[src/tga_rle_pixel_decoder_top_macros.svh]
// Assertion macros shared by the TGA run-length decoder RTL.
// Each macro expects clk and rst to be visible where it is used.
`ifndef TGA_RLE_PIXEL_DECODER_TOP_MACROS_SVH
`define TGA_RLE_PIXEL_DECODER_TOP_MACROS_SVH

// Same-cycle implication, checked outside of reset.
`define TGARLE_CHECK(label, ante, cons, msg) \
  label: assert property (@(posedge clk) disable iff (rst) (ante) |-> (cons)) \
    else $error(msg);

// Next-cycle implication, checked outside of reset.
`define TGARLE_CHECK_NEXT(label, ante, cons, msg) \
  label: assert property (@(posedge clk) disable iff (rst) (ante) |=> (cons)) \
    else $error(msg);

`endif

[src/tgarle_pkg.sv]
// Shared types, constants and helper functions of the TGA run-length decoder.
// No dependencies; every other file but the macro header refers to it by scoped names.
package tgarle_pkg;

  localparam int unsigned CFG_IDX_W  = 2;
  localparam int unsigned CFG_DATA_W = 32;
  localparam int unsigned BYTE_W     = 8;
  localparam int unsigned COUNT_W    = 8;
  localparam int unsigned TOTAL_W    = 32;

  // Configuration register indexes.
  localparam logic [CFG_IDX_W-1:0] CFG_PIXEL_DEPTH_MODE = 2'd0;
  localparam logic [CFG_IDX_W-1:0] CFG_RLE_MODE         = 2'd1;
  localparam logic [CFG_IDX_W-1:0] CFG_PIXEL_TOTAL      = 2'd2;

  // Reset values of the configuration registers.
  localparam logic               RST_PIXEL_DEPTH_MODE = 1'b0;
  localparam logic               RST_RLE_MODE         = 1'b1;
  localparam logic [TOTAL_W-1:0] RST_PIXEL_TOTAL      = 32'd1;

  // Packet header: bit 7 marks a repeated pixel, the low bits hold count - 1.
  localparam int unsigned HDR_REPEAT_BIT = 7;

  // Index of the final byte of a pixel for each depth.
  localparam logic [1:0] LAST_IDX_24 = 2'd2;
  localparam logic [1:0] LAST_IDX_32 = 2'd3;

  // Reciprocal of three scaled by 2**11, exact in floor for sums up to 765.
  localparam logic [20:0] RECIP3     = 21'd683;
  localparam int unsigned RECIP3_SHR = 11;

  typedef struct packed {
    logic               pixel_depth_mode;
    logic               rle_mode;
    logic [TOTAL_W-1:0] pixel_total;
  } cfg_t;

  typedef struct packed {
    logic              valid;
    logic [BYTE_W-1:0] data_byte;
  } stage_t;

  typedef struct packed {
    logic [BYTE_W-1:0]  red;
    logic [BYTE_W-1:0]  green;
    logic [BYTE_W-1:0]  blue;
    logic [BYTE_W-1:0]  alpha;
    logic [COUNT_W-1:0] repeat_count;
    logic               last;
    logic               overrun;
  } pixel_t;

  // Truncated mean of three channels without a divider.
  function automatic logic [BYTE_W-1:0] avg3(input logic [BYTE_W-1:0] r,
                                             input logic [BYTE_W-1:0] g,
                                             input logic [BYTE_W-1:0] b);
    logic [9:0]  sum;
    logic [20:0] prod;
    sum  = {2'b00, r} + {2'b00, g} + {2'b00, b};
    prod = {11'd0, sum} * RECIP3;
    return prod[RECIP3_SHR +: BYTE_W];
  endfunction

endpackage

[src/tgarle_ifs.sv]
// Valid/ready channel interfaces of the TGA run-length decoder.
// Depends on tgarle_pkg for field widths.
interface tgarle_byte_if;
  logic                          valid;
  logic                          ready;
  logic [tgarle_pkg::BYTE_W-1:0] data_byte;

  modport source (output valid, output data_byte, input ready);
  modport sink   (input valid, input data_byte, output ready);
endinterface

interface tgarle_pixel_if;
  logic                           valid;
  logic                           ready;
  logic [tgarle_pkg::BYTE_W-1:0]  red;
  logic [tgarle_pkg::BYTE_W-1:0]  green;
  logic [tgarle_pkg::BYTE_W-1:0]  blue;
  logic [tgarle_pkg::BYTE_W-1:0]  alpha;
  logic [tgarle_pkg::COUNT_W-1:0] repeat_count;
  logic                           last;
  logic                           overrun;

  modport source (output valid, output red, output green, output blue, output alpha,
                  output repeat_count, output last, output overrun, input ready);
  modport sink   (input valid, input red, input green, input blue, input alpha,
                  input repeat_count, input last, input overrun, output ready);
endinterface

[src/tgarle_in_reg.sv]
// Input register of the TGA run-length decoder: captures one data beat.
// Depends on tgarle_pkg and the byte channel interface.
module tgarle_in_reg (
  input  logic                 clk,
  input  logic                 rst,
  tgarle_byte_if.sink          data_in,
  input  logic                 take,
  output tgarle_pkg::stage_t   stage
);

  logic                          valid;
  logic [tgarle_pkg::BYTE_W-1:0] data_byte;

  assign data_in.ready = !valid || take;

  always_ff @(posedge clk) begin
    if (rst) begin
      valid <= 1'b0;
    end else if (data_in.ready) begin
      valid <= data_in.valid;
    end
  end

  always_ff @(posedge clk) begin
    if (data_in.valid && data_in.ready) begin
      data_byte <= data_in.data_byte;
    end
  end

  assign stage.valid     = valid;
  assign stage.data_byte = data_byte;

endmodule

[src/tgarle_decode.sv]
// Packet and pixel decoder: holds the parse state and turns a byte into a result.
// Depends on tgarle_pkg and the assertion macro header.
`include "tga_rle_pixel_decoder_top_macros.svh"

module tgarle_decode (
  input  logic                clk,
  input  logic                rst,
  input  tgarle_pkg::cfg_t    cfg,
  input  tgarle_pkg::stage_t  stage,
  input  logic                out_free,
  output logic                take,
  output logic                res_load,
  output tgarle_pkg::pixel_t  res
);

  logic                                expect_header, expect_header_next;
  logic [1:0]                          byte_in_pixel, byte_in_pixel_next;
  logic [tgarle_pkg::COUNT_W-1:0]      pixels_left, pixels_left_next;
  logic                                packet_is_repeat, packet_is_repeat_next;
  logic [tgarle_pkg::BYTE_W-1:0]       pixel_bytes [3];
  logic [tgarle_pkg::BYTE_W-1:0]       pixel_bytes_next [3];
  logic [tgarle_pkg::TOTAL_W-1:0]      pixels_done, pixels_done_next;

  logic [1:0]                          last_index;
  logic                                hdr_step, byte_step, produce;
  logic [tgarle_pkg::COUNT_W-1:0]      in_packet, count, count_out;
  logic [tgarle_pkg::TOTAL_W-1:0]      rem, count_wide, done_sum;
  logic                                clip, last, over;
  logic [tgarle_pkg::BYTE_W-1:0]       b;

  assign b          = stage.data_byte;
  assign last_index = cfg.pixel_depth_mode ? tgarle_pkg::LAST_IDX_32 : tgarle_pkg::LAST_IDX_24;
  assign hdr_step   = cfg.rle_mode && expect_header;
  assign byte_step  = !hdr_step && (byte_in_pixel < last_index);
  assign produce    = !hdr_step && !byte_step;

  // A byte leaves the input register unless it makes a result that has nowhere to go.
  assign take     = stage.valid && (!produce || out_free);
  assign res_load = take && produce;

  // Count and clipping against the pixel total.
  assign in_packet  = (pixels_left == '0) ? 8'd1 : pixels_left;
  assign count      = (cfg.rle_mode && packet_is_repeat) ? in_packet : 8'd1;
  assign count_wide = {{(tgarle_pkg::TOTAL_W-tgarle_pkg::COUNT_W){1'b0}}, count};
  assign rem        = (pixels_done < cfg.pixel_total) ? (cfg.pixel_total - pixels_done)
                                                      : 32'd1;
  assign clip       = count_wide > rem;
  assign last       = !(count_wide < rem);
  assign count_out  = clip ? rem[tgarle_pkg::COUNT_W-1:0] : count;
  assign over       = cfg.rle_mode &&
                      (clip || (last && !packet_is_repeat && (in_packet > 8'd1)));
  assign done_sum   = pixels_done + count_wide;

  assign res.red          = pixel_bytes[2];
  assign res.green        = pixel_bytes[1];
  assign res.blue         = pixel_bytes[0];
  assign res.alpha        = (cfg.pixel_depth_mode && (byte_in_pixel == tgarle_pkg::LAST_IDX_32))
                            ? b : tgarle_pkg::avg3(pixel_bytes[2], pixel_bytes[1], pixel_bytes[0]);
  assign res.repeat_count = count_out;
  assign res.last         = last;
  assign res.overrun      = over;

  always_comb begin
    expect_header_next    = expect_header;
    byte_in_pixel_next    = byte_in_pixel;
    pixels_left_next      = pixels_left;
    packet_is_repeat_next = packet_is_repeat;
    pixel_bytes_next      = pixel_bytes;
    pixels_done_next      = pixels_done;
    if (take) begin
      priority if (hdr_step) begin
        packet_is_repeat_next = b[tgarle_pkg::HDR_REPEAT_BIT];
        pixels_left_next      = {1'b0, b[tgarle_pkg::HDR_REPEAT_BIT-1:0]} + 8'd1;
        expect_header_next    = 1'b0;
        byte_in_pixel_next    = 2'd0;
      end else if (byte_step) begin
        pixel_bytes_next[byte_in_pixel] = b;
        byte_in_pixel_next              = byte_in_pixel + 2'd1;
      end else if (last) begin
        // Image complete: start over and wait for the next packet header.
        pixels_done_next      = '0;
        expect_header_next    = 1'b1;
        pixels_left_next      = '0;
        packet_is_repeat_next = 1'b0;
        byte_in_pixel_next    = 2'd0;
      end else begin
        byte_in_pixel_next = 2'd0;
        pixels_done_next   = done_sum;
        if (cfg.rle_mode) begin
          if (packet_is_repeat || (in_packet <= 8'd1)) begin
            pixels_left_next   = '0;
            expect_header_next = 1'b1;
          end else begin
            pixels_left_next = in_packet - 8'd1;
          end
        end
      end
    end
  end

  always_ff @(posedge clk) begin
    if (rst) begin
      expect_header    <= 1'b1;
      byte_in_pixel    <= 2'd0;
      pixels_left      <= '0;
      packet_is_repeat <= 1'b0;
      pixel_bytes      <= '{default: '0};
      pixels_done      <= '0;
    end else begin
      expect_header    <= expect_header_next;
      byte_in_pixel    <= byte_in_pixel_next;
      pixels_left      <= pixels_left_next;
      packet_is_repeat <= packet_is_repeat_next;
      pixel_bytes      <= pixel_bytes_next;
      pixels_done      <= pixels_done_next;
    end
  end

  `TGARLE_CHECK(a_overrun_only_on_last, res_load && res.overrun, res.last,
                "overrun flagged on a result that is not last")
  `TGARLE_CHECK(a_count_in_range, res_load,
                (res.repeat_count != 8'd0) && (res.repeat_count <= 8'd128),
                "repeat count outside 1..128")
  `TGARLE_CHECK(a_raw_no_overrun, res_load && !cfg.rle_mode, !res.overrun,
                "overrun flagged in raw mode")
  `TGARLE_CHECK_NEXT(a_restart_after_last, res_load && res.last,
                     (pixels_done == '0) && expect_header && (byte_in_pixel == 2'd0),
                     "decoder did not restart after the last pixel")

endmodule

[src/tgarle_out_reg.sv]
// Result register of the TGA run-length decoder: holds one pixel beat for the sink.
// Depends on tgarle_pkg and the pixel channel interface.
module tgarle_out_reg (
  input  logic                clk,
  input  logic                rst,
  input  logic                load,
  input  tgarle_pkg::pixel_t  res,
  output logic                free,
  tgarle_pixel_if.source      pixel_out
);

  logic               valid;
  tgarle_pkg::pixel_t data;

  assign free = !valid || pixel_out.ready;

  always_ff @(posedge clk) begin
    if (rst) begin
      valid <= 1'b0;
    end else if (free) begin
      valid <= load;
    end
  end

  always_ff @(posedge clk) begin
    if (load && free) begin
      data <= res;
    end
  end

  assign pixel_out.valid        = valid;
  assign pixel_out.red          = data.red;
  assign pixel_out.green        = data.green;
  assign pixel_out.blue         = data.blue;
  assign pixel_out.alpha        = data.alpha;
  assign pixel_out.repeat_count = data.repeat_count;
  assign pixel_out.last         = data.last;
  assign pixel_out.overrun      = data.overrun;

endmodule

[src/tga_rle_pixel_decoder_top.sv]
// Top level of the TGA run-length pixel decoder.
// Depends on tgarle_pkg, the channel interfaces and the three stage modules.
//
// This block decodes the pixel-data section of a TGA image, one byte per beat on
// data_in, and sends decoded pixels on pixel_out as RGBA with a repeat count.
// It accepts one byte every clock cycle for as long as pixel_out keeps up; a byte
// that completes a pixel is held first in the input register and then in the
// result register, from which its result is sent on pixel_out. Bytes that only
// open a packet or fill a pixel produce nothing. Throughput is set by the single
// pass of decode logic between those two registers, with the 32-bit remaining
// count subtraction and compare as its longest path. While a result waits in the
// output register, the next byte is still taken and can be decoded as long as it
// does not itself finish a pixel.
// Configuration: index 0 selects 24-bit BGR (0) or 32-bit BGRA (1) pixels, index 1
// selects raw (0) or run-length (1) data, and index 2 sets the image's pixel total.
// Writes to other indexes are ignored. Write only while the block is idle.
// In 24-bit mode alpha is the truncated mean of red, green and blue. A run that
// would pass the pixel total is cut short and flagged with overrun; the result
// that reaches the total carries last, after which the decoder drops the rest of
// the packet and expects the header of the next image at once.
// Reset is synchronous and active high; no clearing pass is needed after it.
module tga_rle_pixel_decoder_top (
  input  logic                              clk,
  input  logic                              rst,
  tgarle_byte_if.sink                       data_in,
  tgarle_pixel_if.source                    pixel_out,
  input  logic                              cfg_we,
  input  logic [tgarle_pkg::CFG_IDX_W-1:0]  cfg_index,
  input  logic [tgarle_pkg::CFG_DATA_W-1:0] cfg_data
);

  // Configuration registers.
  logic                               pixel_depth_mode;
  logic                               rle_mode;
  logic [tgarle_pkg::TOTAL_W-1:0]     pixel_total;
  tgarle_pkg::cfg_t                   cfg;

  // Handshake between the stages.
  tgarle_pkg::stage_t                 stage;
  tgarle_pkg::pixel_t                 res;
  logic                               take;
  logic                               res_load;
  logic                               out_free;

  // Register writes go straight in; there is no read-back path.
  always_ff @(posedge clk) begin
    if (rst) begin
      pixel_depth_mode <= tgarle_pkg::RST_PIXEL_DEPTH_MODE;
      rle_mode         <= tgarle_pkg::RST_RLE_MODE;
      pixel_total      <= tgarle_pkg::RST_PIXEL_TOTAL;
    end else if (cfg_we) begin
      unique case (cfg_index)
        tgarle_pkg::CFG_PIXEL_DEPTH_MODE: pixel_depth_mode <= cfg_data[0];
        tgarle_pkg::CFG_RLE_MODE:         rle_mode         <= cfg_data[0];
        tgarle_pkg::CFG_PIXEL_TOTAL:      pixel_total      <= cfg_data[tgarle_pkg::TOTAL_W-1:0];
        default: begin
          // Unused index: the write is dropped.
        end
      endcase
    end
  end

  assign cfg.pixel_depth_mode = pixel_depth_mode;
  assign cfg.rle_mode         = rle_mode;
  assign cfg.pixel_total      = pixel_total;

  // The input register holds one byte; it frees up whenever the decoder takes it.
  tgarle_in_reg u_in_reg (
    .clk     (clk),
    .rst     (rst),
    .data_in (data_in),
    .take    (take),
    .stage   (stage)
  );

  // The decoder owns the packet, pixel and image counters and builds each result.
  tgarle_decode u_decode (
    .clk      (clk),
    .rst      (rst),
    .cfg      (cfg),
    .stage    (stage),
    .out_free (out_free),
    .take     (take),
    .res_load (res_load),
    .res      (res)
  );

  // The result register holds each pixel beat and passes the sink's ready back.
  tgarle_out_reg u_out_reg (
    .clk       (clk),
    .rst       (rst),
    .load      (res_load),
    .res       (res),
    .free      (out_free),
    .pixel_out (pixel_out)
  );

endmodule

[src/flat_wrapper.sv]
// flat-port wrapper written by rule: the top's interface ports become plain ports
module tga_rle_pixel_decoder_top_flat 
  (clk, rst, cfg_we, cfg_index, cfg_data, data_in_valid, data_in_data_byte, data_in_ready, pixel_out_valid, pixel_out_red, pixel_out_green, pixel_out_blue, pixel_out_alpha, pixel_out_repeat_count, pixel_out_last, pixel_out_overrun, pixel_out_ready);
  tgarle_byte_if data_in_i ();
  tgarle_pixel_if pixel_out_i ();
  input  logic clk;
  input  logic rst;
  input  logic cfg_we;
  input  logic [tgarle_pkg::CFG_IDX_W-1:0] cfg_index;
  input  logic [tgarle_pkg::CFG_DATA_W-1:0] cfg_data;
  input wire logic [$bits(data_in_i.valid)-1:0] data_in_valid;
  input wire logic [$bits(data_in_i.data_byte)-1:0] data_in_data_byte;
  output wire logic [$bits(data_in_i.ready)-1:0] data_in_ready;
  output wire logic [$bits(pixel_out_i.valid)-1:0] pixel_out_valid;
  output wire logic [$bits(pixel_out_i.red)-1:0] pixel_out_red;
  output wire logic [$bits(pixel_out_i.green)-1:0] pixel_out_green;
  output wire logic [$bits(pixel_out_i.blue)-1:0] pixel_out_blue;
  output wire logic [$bits(pixel_out_i.alpha)-1:0] pixel_out_alpha;
  output wire logic [$bits(pixel_out_i.repeat_count)-1:0] pixel_out_repeat_count;
  output wire logic [$bits(pixel_out_i.last)-1:0] pixel_out_last;
  output wire logic [$bits(pixel_out_i.overrun)-1:0] pixel_out_overrun;
  input wire logic [$bits(pixel_out_i.ready)-1:0] pixel_out_ready;
  assign data_in_i.valid = data_in_valid;
  assign data_in_i.data_byte = data_in_data_byte;
  assign data_in_ready = data_in_i.ready;
  assign pixel_out_valid = pixel_out_i.valid;
  assign pixel_out_red = pixel_out_i.red;
  assign pixel_out_green = pixel_out_i.green;
  assign pixel_out_blue = pixel_out_i.blue;
  assign pixel_out_alpha = pixel_out_i.alpha;
  assign pixel_out_repeat_count = pixel_out_i.repeat_count;
  assign pixel_out_last = pixel_out_i.last;
  assign pixel_out_overrun = pixel_out_i.overrun;
  assign pixel_out_i.ready = pixel_out_ready;
  tga_rle_pixel_decoder_top u_core (.clk(clk), .rst(rst), .data_in(data_in_i), .pixel_out(pixel_out_i), .cfg_we(cfg_we), .cfg_index(cfg_index), .cfg_data(cfg_data));
endmodule
[config.mk]
export PLATFORM = sky130hd
export DESIGN_NAME = tga_rle_pixel_decoder_top_flat
export DESIGN_NICKNAME = d
export VERILOG_FILES = /design/src/tgarle_pkg.sv /design/src/tgarle_ifs.sv /design/src/tgarle_in_reg.sv /design/src/tgarle_decode.sv /design/src/tgarle_out_reg.sv /design/src/tga_rle_pixel_decoder_top.sv /design/src/flat_wrapper.sv
export VERILOG_INCLUDE_DIRS = /design/src /design/src/src
export SDC_FILE = /design/constraint.sdc
export NUM_CORES = 1
export LEC_CHECK = 0
export ABC_CLOCK_PERIOD_IN_PS = 8500
export BUFFER_PORTS_ARGS = -buffer_cell sky130_fd_sc_hd__buf_2
export CAP_MARGIN = 20
export CELL_PAD_IN_SITES_DETAIL_PLACEMENT = 0
export CELL_PAD_IN_SITES_GLOBAL_PLACEMENT = 1
export CORE_ASPECT_RATIO = 2
export CORE_UTILIZATION = 47
export CTS_CLUSTER_DIAMETER = 120
export DETAILED_ROUTE_END_ITERATION = 8
export PLACE_DENSITY_LB_ADDON = 0.1
export SLEW_MARGIN = 40
export SYNTH_ARGS = -nofsm -noshare
export SYNTH_HDL_FRONTEND = slang
export SYNTH_SLANG_ARGS = --single-unit
[constraint.sdc]
create_clock -name clk -period 8.5 [get_ports clk]
set_clock_uncertainty 0.05 [all_clocks]
set_input_delay 1.7 -clock clk [delete_from_list [all_inputs] [get_ports clk]]
set_output_delay 1.7 -clock clk [all_outputs]
set_load 0.05 [all_outputs]
=== Word level (Yosys, flattened, before mapping) ===
Index checks and enable logic that the tools add are counted.

* Add/subtract/negate cells: 7
* Reductions and logical operators: 35
* Bitwise gates (word level): 3
* Equal/unequal tests: 7
* Order comparisons: 8
* Multipliers: 1
* Muxes and demuxes: 25

{| class="wikitable"
|+ Operator list
! operator !! count
|-
| two-way mux 8 bit || 10
|-
| two-way mux 32 bit || 2
|-
| adder 32 x 8 -> 32 bit || 1
|-
| > comparator 8 x 32 -> 1 bit || 1
|-
| < comparator 32 bit || 1
|-
| < comparator 8 x 32 -> 1 bit || 1
|-
| subtractor 32 bit || 1
|-
| bitwise mux 24 bit || 1
|-
| multiplier 10 x 10 -> 19 bit (second input constant) || 1
|-
| demux 8 bit (select 2 bit) || 1
|-
| logical AND 1 bit || 13
|-
| AND reduction 3 bit || 4
|-
| adder 9 x 8 -> 10 bit || 1
|-
| adder 8 x 8 -> 9 bit || 1
|-
| two-way mux 1 bit || 9
|-
| adder 7 x 1 -> 8 bit (second input constant) || 1
|-
| > comparator 8 x 1 -> 1 bit (second input constant) || 1
|-
| <= comparator 8 x 1 -> 1 bit (second input constant) || 1
|-
| logical NOT 8 bit || 1
|-
| subtractor 8 x 1 -> 8 bit (second input constant) || 1
|-
| logical NOT 1 bit || 7
|-
| != test 3 x 2 -> 1 bit (second input constant) || 2
|-
| AND reduction 2 bit || 3
|-
| logical OR 1 bit || 5
|-
| 12 further kinds || 16
|}

* Flip-flop bits (word level): 154

=== Logic depth before layout (Yosys ltp) ===
* Word-level depth: 10
* Gate-level depth with buffers: 33

=== Modules after synthesis ===
From an unflattened synthesis, not the netlist that was laid out.

* Cell total of the unflattened synthesis: 1307
* Area, all modules: 11561.1 µm²

{| class="wikitable"
|+ By module, submodules not included
! module !! instances !! area each (µm²) !! cells an instance !! seq. area each (µm²)
|-
| tgarle_decode || 1 || 8386.8 || 1097 || 1361.3
|-
| tga_rle_pixel_decoder_top || 1 || 1555.2 || 149 || 680.7
|-
| tgarle_out_reg || 1 || 1316.3 || 47 || 1281.2
|-
| tgarle_in_reg || 1 || 302.8 || 14 || 260.2
|}

=== Worst setup path after synthesis ===
OpenSTA, ideal clock, no wires.

* Path kind: reg2reg
* Start point: register u_core.u_decode.pixel_bytes (netlist bit u_core.u_decode.res[19])
* End point: register u_core.u_out_reg.data (netlist bit u_core.u_out_reg.pixel_out.alpha[7]) (data pin)
* Data arrival time: 6876 ps
* Stages on the path, launching flop included: 33
* Required time: 8190 ps
* Library setup time: 260 ps
* Buffers on the path: 0
* Slack: 1314 ps
* Cell sequence: dfxtp_1 -> inv_1 -> fa_1 -> inv_1 -> ha_1 -> inv_1 -> fa_1 -> inv_1 -> a21oi_1 -> o21bai_1 -> a21oi_1 -> o21bai_1 -> xnor2_1 -> inv_1 -> ha_1 -> ha_1 -> inv_1 -> fa_1 -> inv_1 -> fa_1 -> inv_1 -> fa_1 -> inv_1 -> ha_1 -> or3_1 -> a31o_2 -> a41oi_1 -> nor2b_1 -> o31a_1 -> o41ai_1 -> o21bai_1 -> xnor2_1 -> mux2_2

{| class="wikitable"
|+ RTL lines
! element !! RTL line !! text
|-
| start: declaration || tgarle_decode.sv:20 || <nowiki>logic [tgarle_pkg::BYTE_W-1:0] pixel_bytes [3];</nowiki>
|-
| start signal: assignment || tgarle_decode.sv:114 || <nowiki>pixel_bytes <= pixel_bytes_next;</nowiki>
|-
| end signal: assignment || tgarle_out_reg.sv:27 || <nowiki>data <= res;</nowiki>
|-
| end: declaration || tgarle_out_reg.sv:13 || <nowiki>tgarle_pkg::pixel_t data;</nowiki>
|}

==> impl_metrics.env <==
export IMPL_final_cells=1604
export IMPL_ys_warnings_count=0
export IMPL_cpPeakStageDelay_ns=0.54
export IMPL_cts_sinks=154
export IMPL_power_density_mw_per_mm2=166
export IMPL_fin_crit_ns=7.90
export IMPL_p_comb_share_pct=22.0
export IMPL_multiInputGateArea_sq_mm=0.00653
export IMPL_fin_hold_ws_ns=0.410
export IMPL_ys_seq_area_share_pct=33.2
export IMPL_cts_max_path_buffers=2
export IMPL_cp_arrival_ns=8.06
export IMPL_hold_class="flip-flop to flip-flop"
export IMPL_max_cap_violations=0
export IMPL_cts_tree="yes"
export IMPL_drc=0
export IMPL_grt_overflow=0
export IMPL_routedWlPerCell_um=18.5
export IMPL_portBuffers=90
export IMPL_place_gp_congestion=0.908
export IMPL_htree_num_levels=4
export IMPL_yosysMostFrequentCell="nand2_1"
export IMPL_rsz0062_at_grt="false"
export IMPL_die_w_um=109
export IMPL_ys_ff_latch=154
export IMPL_viasPerCell=5.57
export IMPL_slowest_stage="fa_1"
export IMPL_grt_pass1_vias=9095
export IMPL_num_rows=78
export IMPL_final_nets=1508
export IMPL_antenna_found_initial=0
export IMPL_clockPowerShare_pct=37.8
export IMPL_p_leak_uw=0.00535
export IMPL_drt_total_wl_um=29700
export IMPL_syn_inst=1245
export IMPL_start_util_pct=47.6
export IMPL_n_fill_cell=2210
export IMPL_dr_pass1_iters=5
export IMPL_avgSynthCellArea_sq_um=8.66
export IMPL_syn_nets=1442
export IMPL_num_vias=8928
export IMPL_area_delta_synth_final_pct=11.7
export IMPL_antenna_left=0
export IMPL_synth_main_ff_cell="dfxtp_1"
export IMPL_crit_top_cell="inv_1"
export IMPL_core_area_sq_mm=0.0226
export IMPL_p_switching_uw=637
export IMPL_max_clock_freq_mhz=127
export IMPL_grt_pass1_wl_um=46900
export IMPL_cp_start_kind="flip-flop"
export IMPL_tightestPinTransition_ns=0.816
export IMPL_period_share_pct=93.0
export IMPL_critPathRequiredTime_ns=8.65
export IMPL_slew_headroom_pct=45.4
export IMPL_synth_async_sr_flop_share_pct=0
export IMPL_outcome="complete, no violations"
export IMPL_end_kind="flip-flop"
export IMPL_path_clk_slew_ns=0.07
export IMPL_antenna_diode_count=0
export IMPL_io_pin_count=91
export IMPL_post_cts_resized=0
export IMPL_dieArea_sq_mm=0.0236
export IMPL_yosys_top_cells_count="nand2_1, inv_1, a21oi_1"
export IMPL_synth_area_leaders="dfxtp_1, edfxtp_1, ha_1"
export IMPL_ctsHoldBuffers=0
export IMPL_path_class="flip-flop to flip-flop"
export IMPL_synth_cell_types=74
export IMPL_finalSetupViolCount=0
export IMPL_pwr_share_seq_pct=40.2
export IMPL_post_cts_buffers=0
export IMPL_insertion_delay_ns=0.45
export IMPL_p_sw_share_pct=31.9
export IMPL_dpl_hpwl_um=24000
export IMPL_regArea_sq_mm=0.00358
export IMPL_finalPower_uw=2000
export IMPL_cts_made_buffers=17
export IMPL_die_h_um=216
export IMPL_maxSlewViolCount=0
export IMPL_clock_tree_root_cell="clkbuf_16"
export IMPL_crit_fanout=3
export IMPL_hold_viol=0
export IMPL_drive_above_1_share_pct=11.6
export IMPL_syn_area_sq_mm=0.0108
export IMPL_p_int_uw=1360
export IMPL_tns_ns=0
export IMPL_synth_edf_count=50
export IMPL_drt_iter0_drc=379
export IMPL_grt_max_degree=69
export IMPL_vdd_drop_max_v=0.000140
export IMPL_yosysTopAreaCellShare_pct=19.3
export IMPL_synth_area_leader_cell="dfxtp_1"
export IMPL_grt_usage_pct=26.8
export IMPL_numPlacedInstances=1572
==> worst paths after layout <==
check,from,end,slack [ns],cells past startpoint
setup reg to reg,u_core.u_decode.res[19],u_core.u_out_reg.pixel_out.alpha[7],0.60,32
setup / recovery,u_core.u_decode.res[19],u_core.u_out_reg.pixel_out.alpha[7],0.60,32
hold reg to reg,u_core.pixel_total[8],u_core.pixel_total[8],0.41,2
hold / removal,u_core.pixel_total[8],u_core.pixel_total[8],0.41,2
==> critical path, delay by kind of cell (launching register included) <==
| family | cells | cell delay (ns) |
|---|---|---|
| xor+xnor | 2 | 0.42 |
| fa+ha+maj | 9 | 3.43 |
| mux | 1 | 0.26 |
| flops | 1 | 0.35 |
| simple gates | 2 | 0.48 |
| compound gates | 9 | 2.04 |
| buf+inv | 9 | 0.65 |
==> flip-flops by register name (all words and copies together), names as in the netlist, 2 cells and up <==
register,cells
u_core.pixel_total,32
u_core.u_decode.byte_in_pixel,2
u_core.u_decode.pixels_done,32
u_core.u_decode.pixels_left,8
u_core.u_decode.res,24
u_core.u_in_reg.data_byte,8
u_core.u_out_reg.pixel_out.alpha,8
u_core.u_out_reg.pixel_out.blue,8
u_core.u_out_reg.pixel_out.green,8
u_core.u_out_reg.pixel_out.red,8
u_core.u_out_reg.pixel_out.repeat_count,8
==> routing by layer <==
layer	GRT usage (%)	wire [um]	vias up	part of all wire [%]
met5	0	0	-	0
met4	17.0	1790	0	6.0
met3	4.12	731	74	2.5
met2	53.5	17400	172	59
met1	23.2	9720	4231	33
li1	-	-	4451	-
==> power by group through the flow <==
stage / registers (uW) / logic, uW / clock network (uW)
2_1_floorplan: 805 / 332 / 0
3_3_place_gp: 819 / 432 / 0
3_5_place_dp: 819 / 436 / 0
4_1_cts: 803 / 439 / 774
5_1_grt: 805 / 491 / 802
6_report: 804 / 440 / 756
==> kinds of logic after synthesis <==
logic type | share of synthesized area [%]
flops | 33.2
xor+xnor | 6.01
mux | 1.38
simple gates | 17.1
fa+ha+maj | 19.6
buf+inv | 6.42
compound gates | 16.3
==> final cells by class <==
type | count | area share, %
Multi-Input combinational cell | 913 | 54.2
Sequential cell | 154 | 29.7
Clock buffer | 19 | 3.68
Tap cell | 280 | 2.91
Clock inverter | 13 | 1.11
Inverter | 127 | 3.96
Timing Repair Buffer | 98 | 4.36
==> placed cells by master, fill, tap and decap left out, types with 8 or more instances in the layout <==
cell type	instances
inv_1	125
nand4_1	16
nand3_1	48
mux2i_1	10
nand2_1	161
o211ai_1	11
ha_1	119
xnor2_1	55
a21o_1	20
o21bai_1	9
nand2b_1	8
buf_2	90
fa_1	31
clkbuf_16	17
o21ai_0	29
a21oi_1	125
o21a_1	14
nor4_1	16
xor2_1	19
nor2_1	82
edfxtp_1	50
nor3_1	21
nor2b_1	13
dfxtp_1	104
==> stage by stage <==
| stage | cell area, sq um | setup WS (ns) | util [%] |
|---|---|---|---|
| 2_1_floorplan | 10800 | 1.31 | - |
| 3_3_place_gp | 11400 | 0.699 | 50.5 |
| 3_5_place_dp | 11500 | 0.536 | 50.7 |
| 4_1_cts | 12000 | 0.498 | 53.2 |
| 5_1_grt | 12000 | 0.115 | 53.2 |
| 6_report | 12000 | 0.596 | 53.2 |
Power figures use the tool's default switching activity.
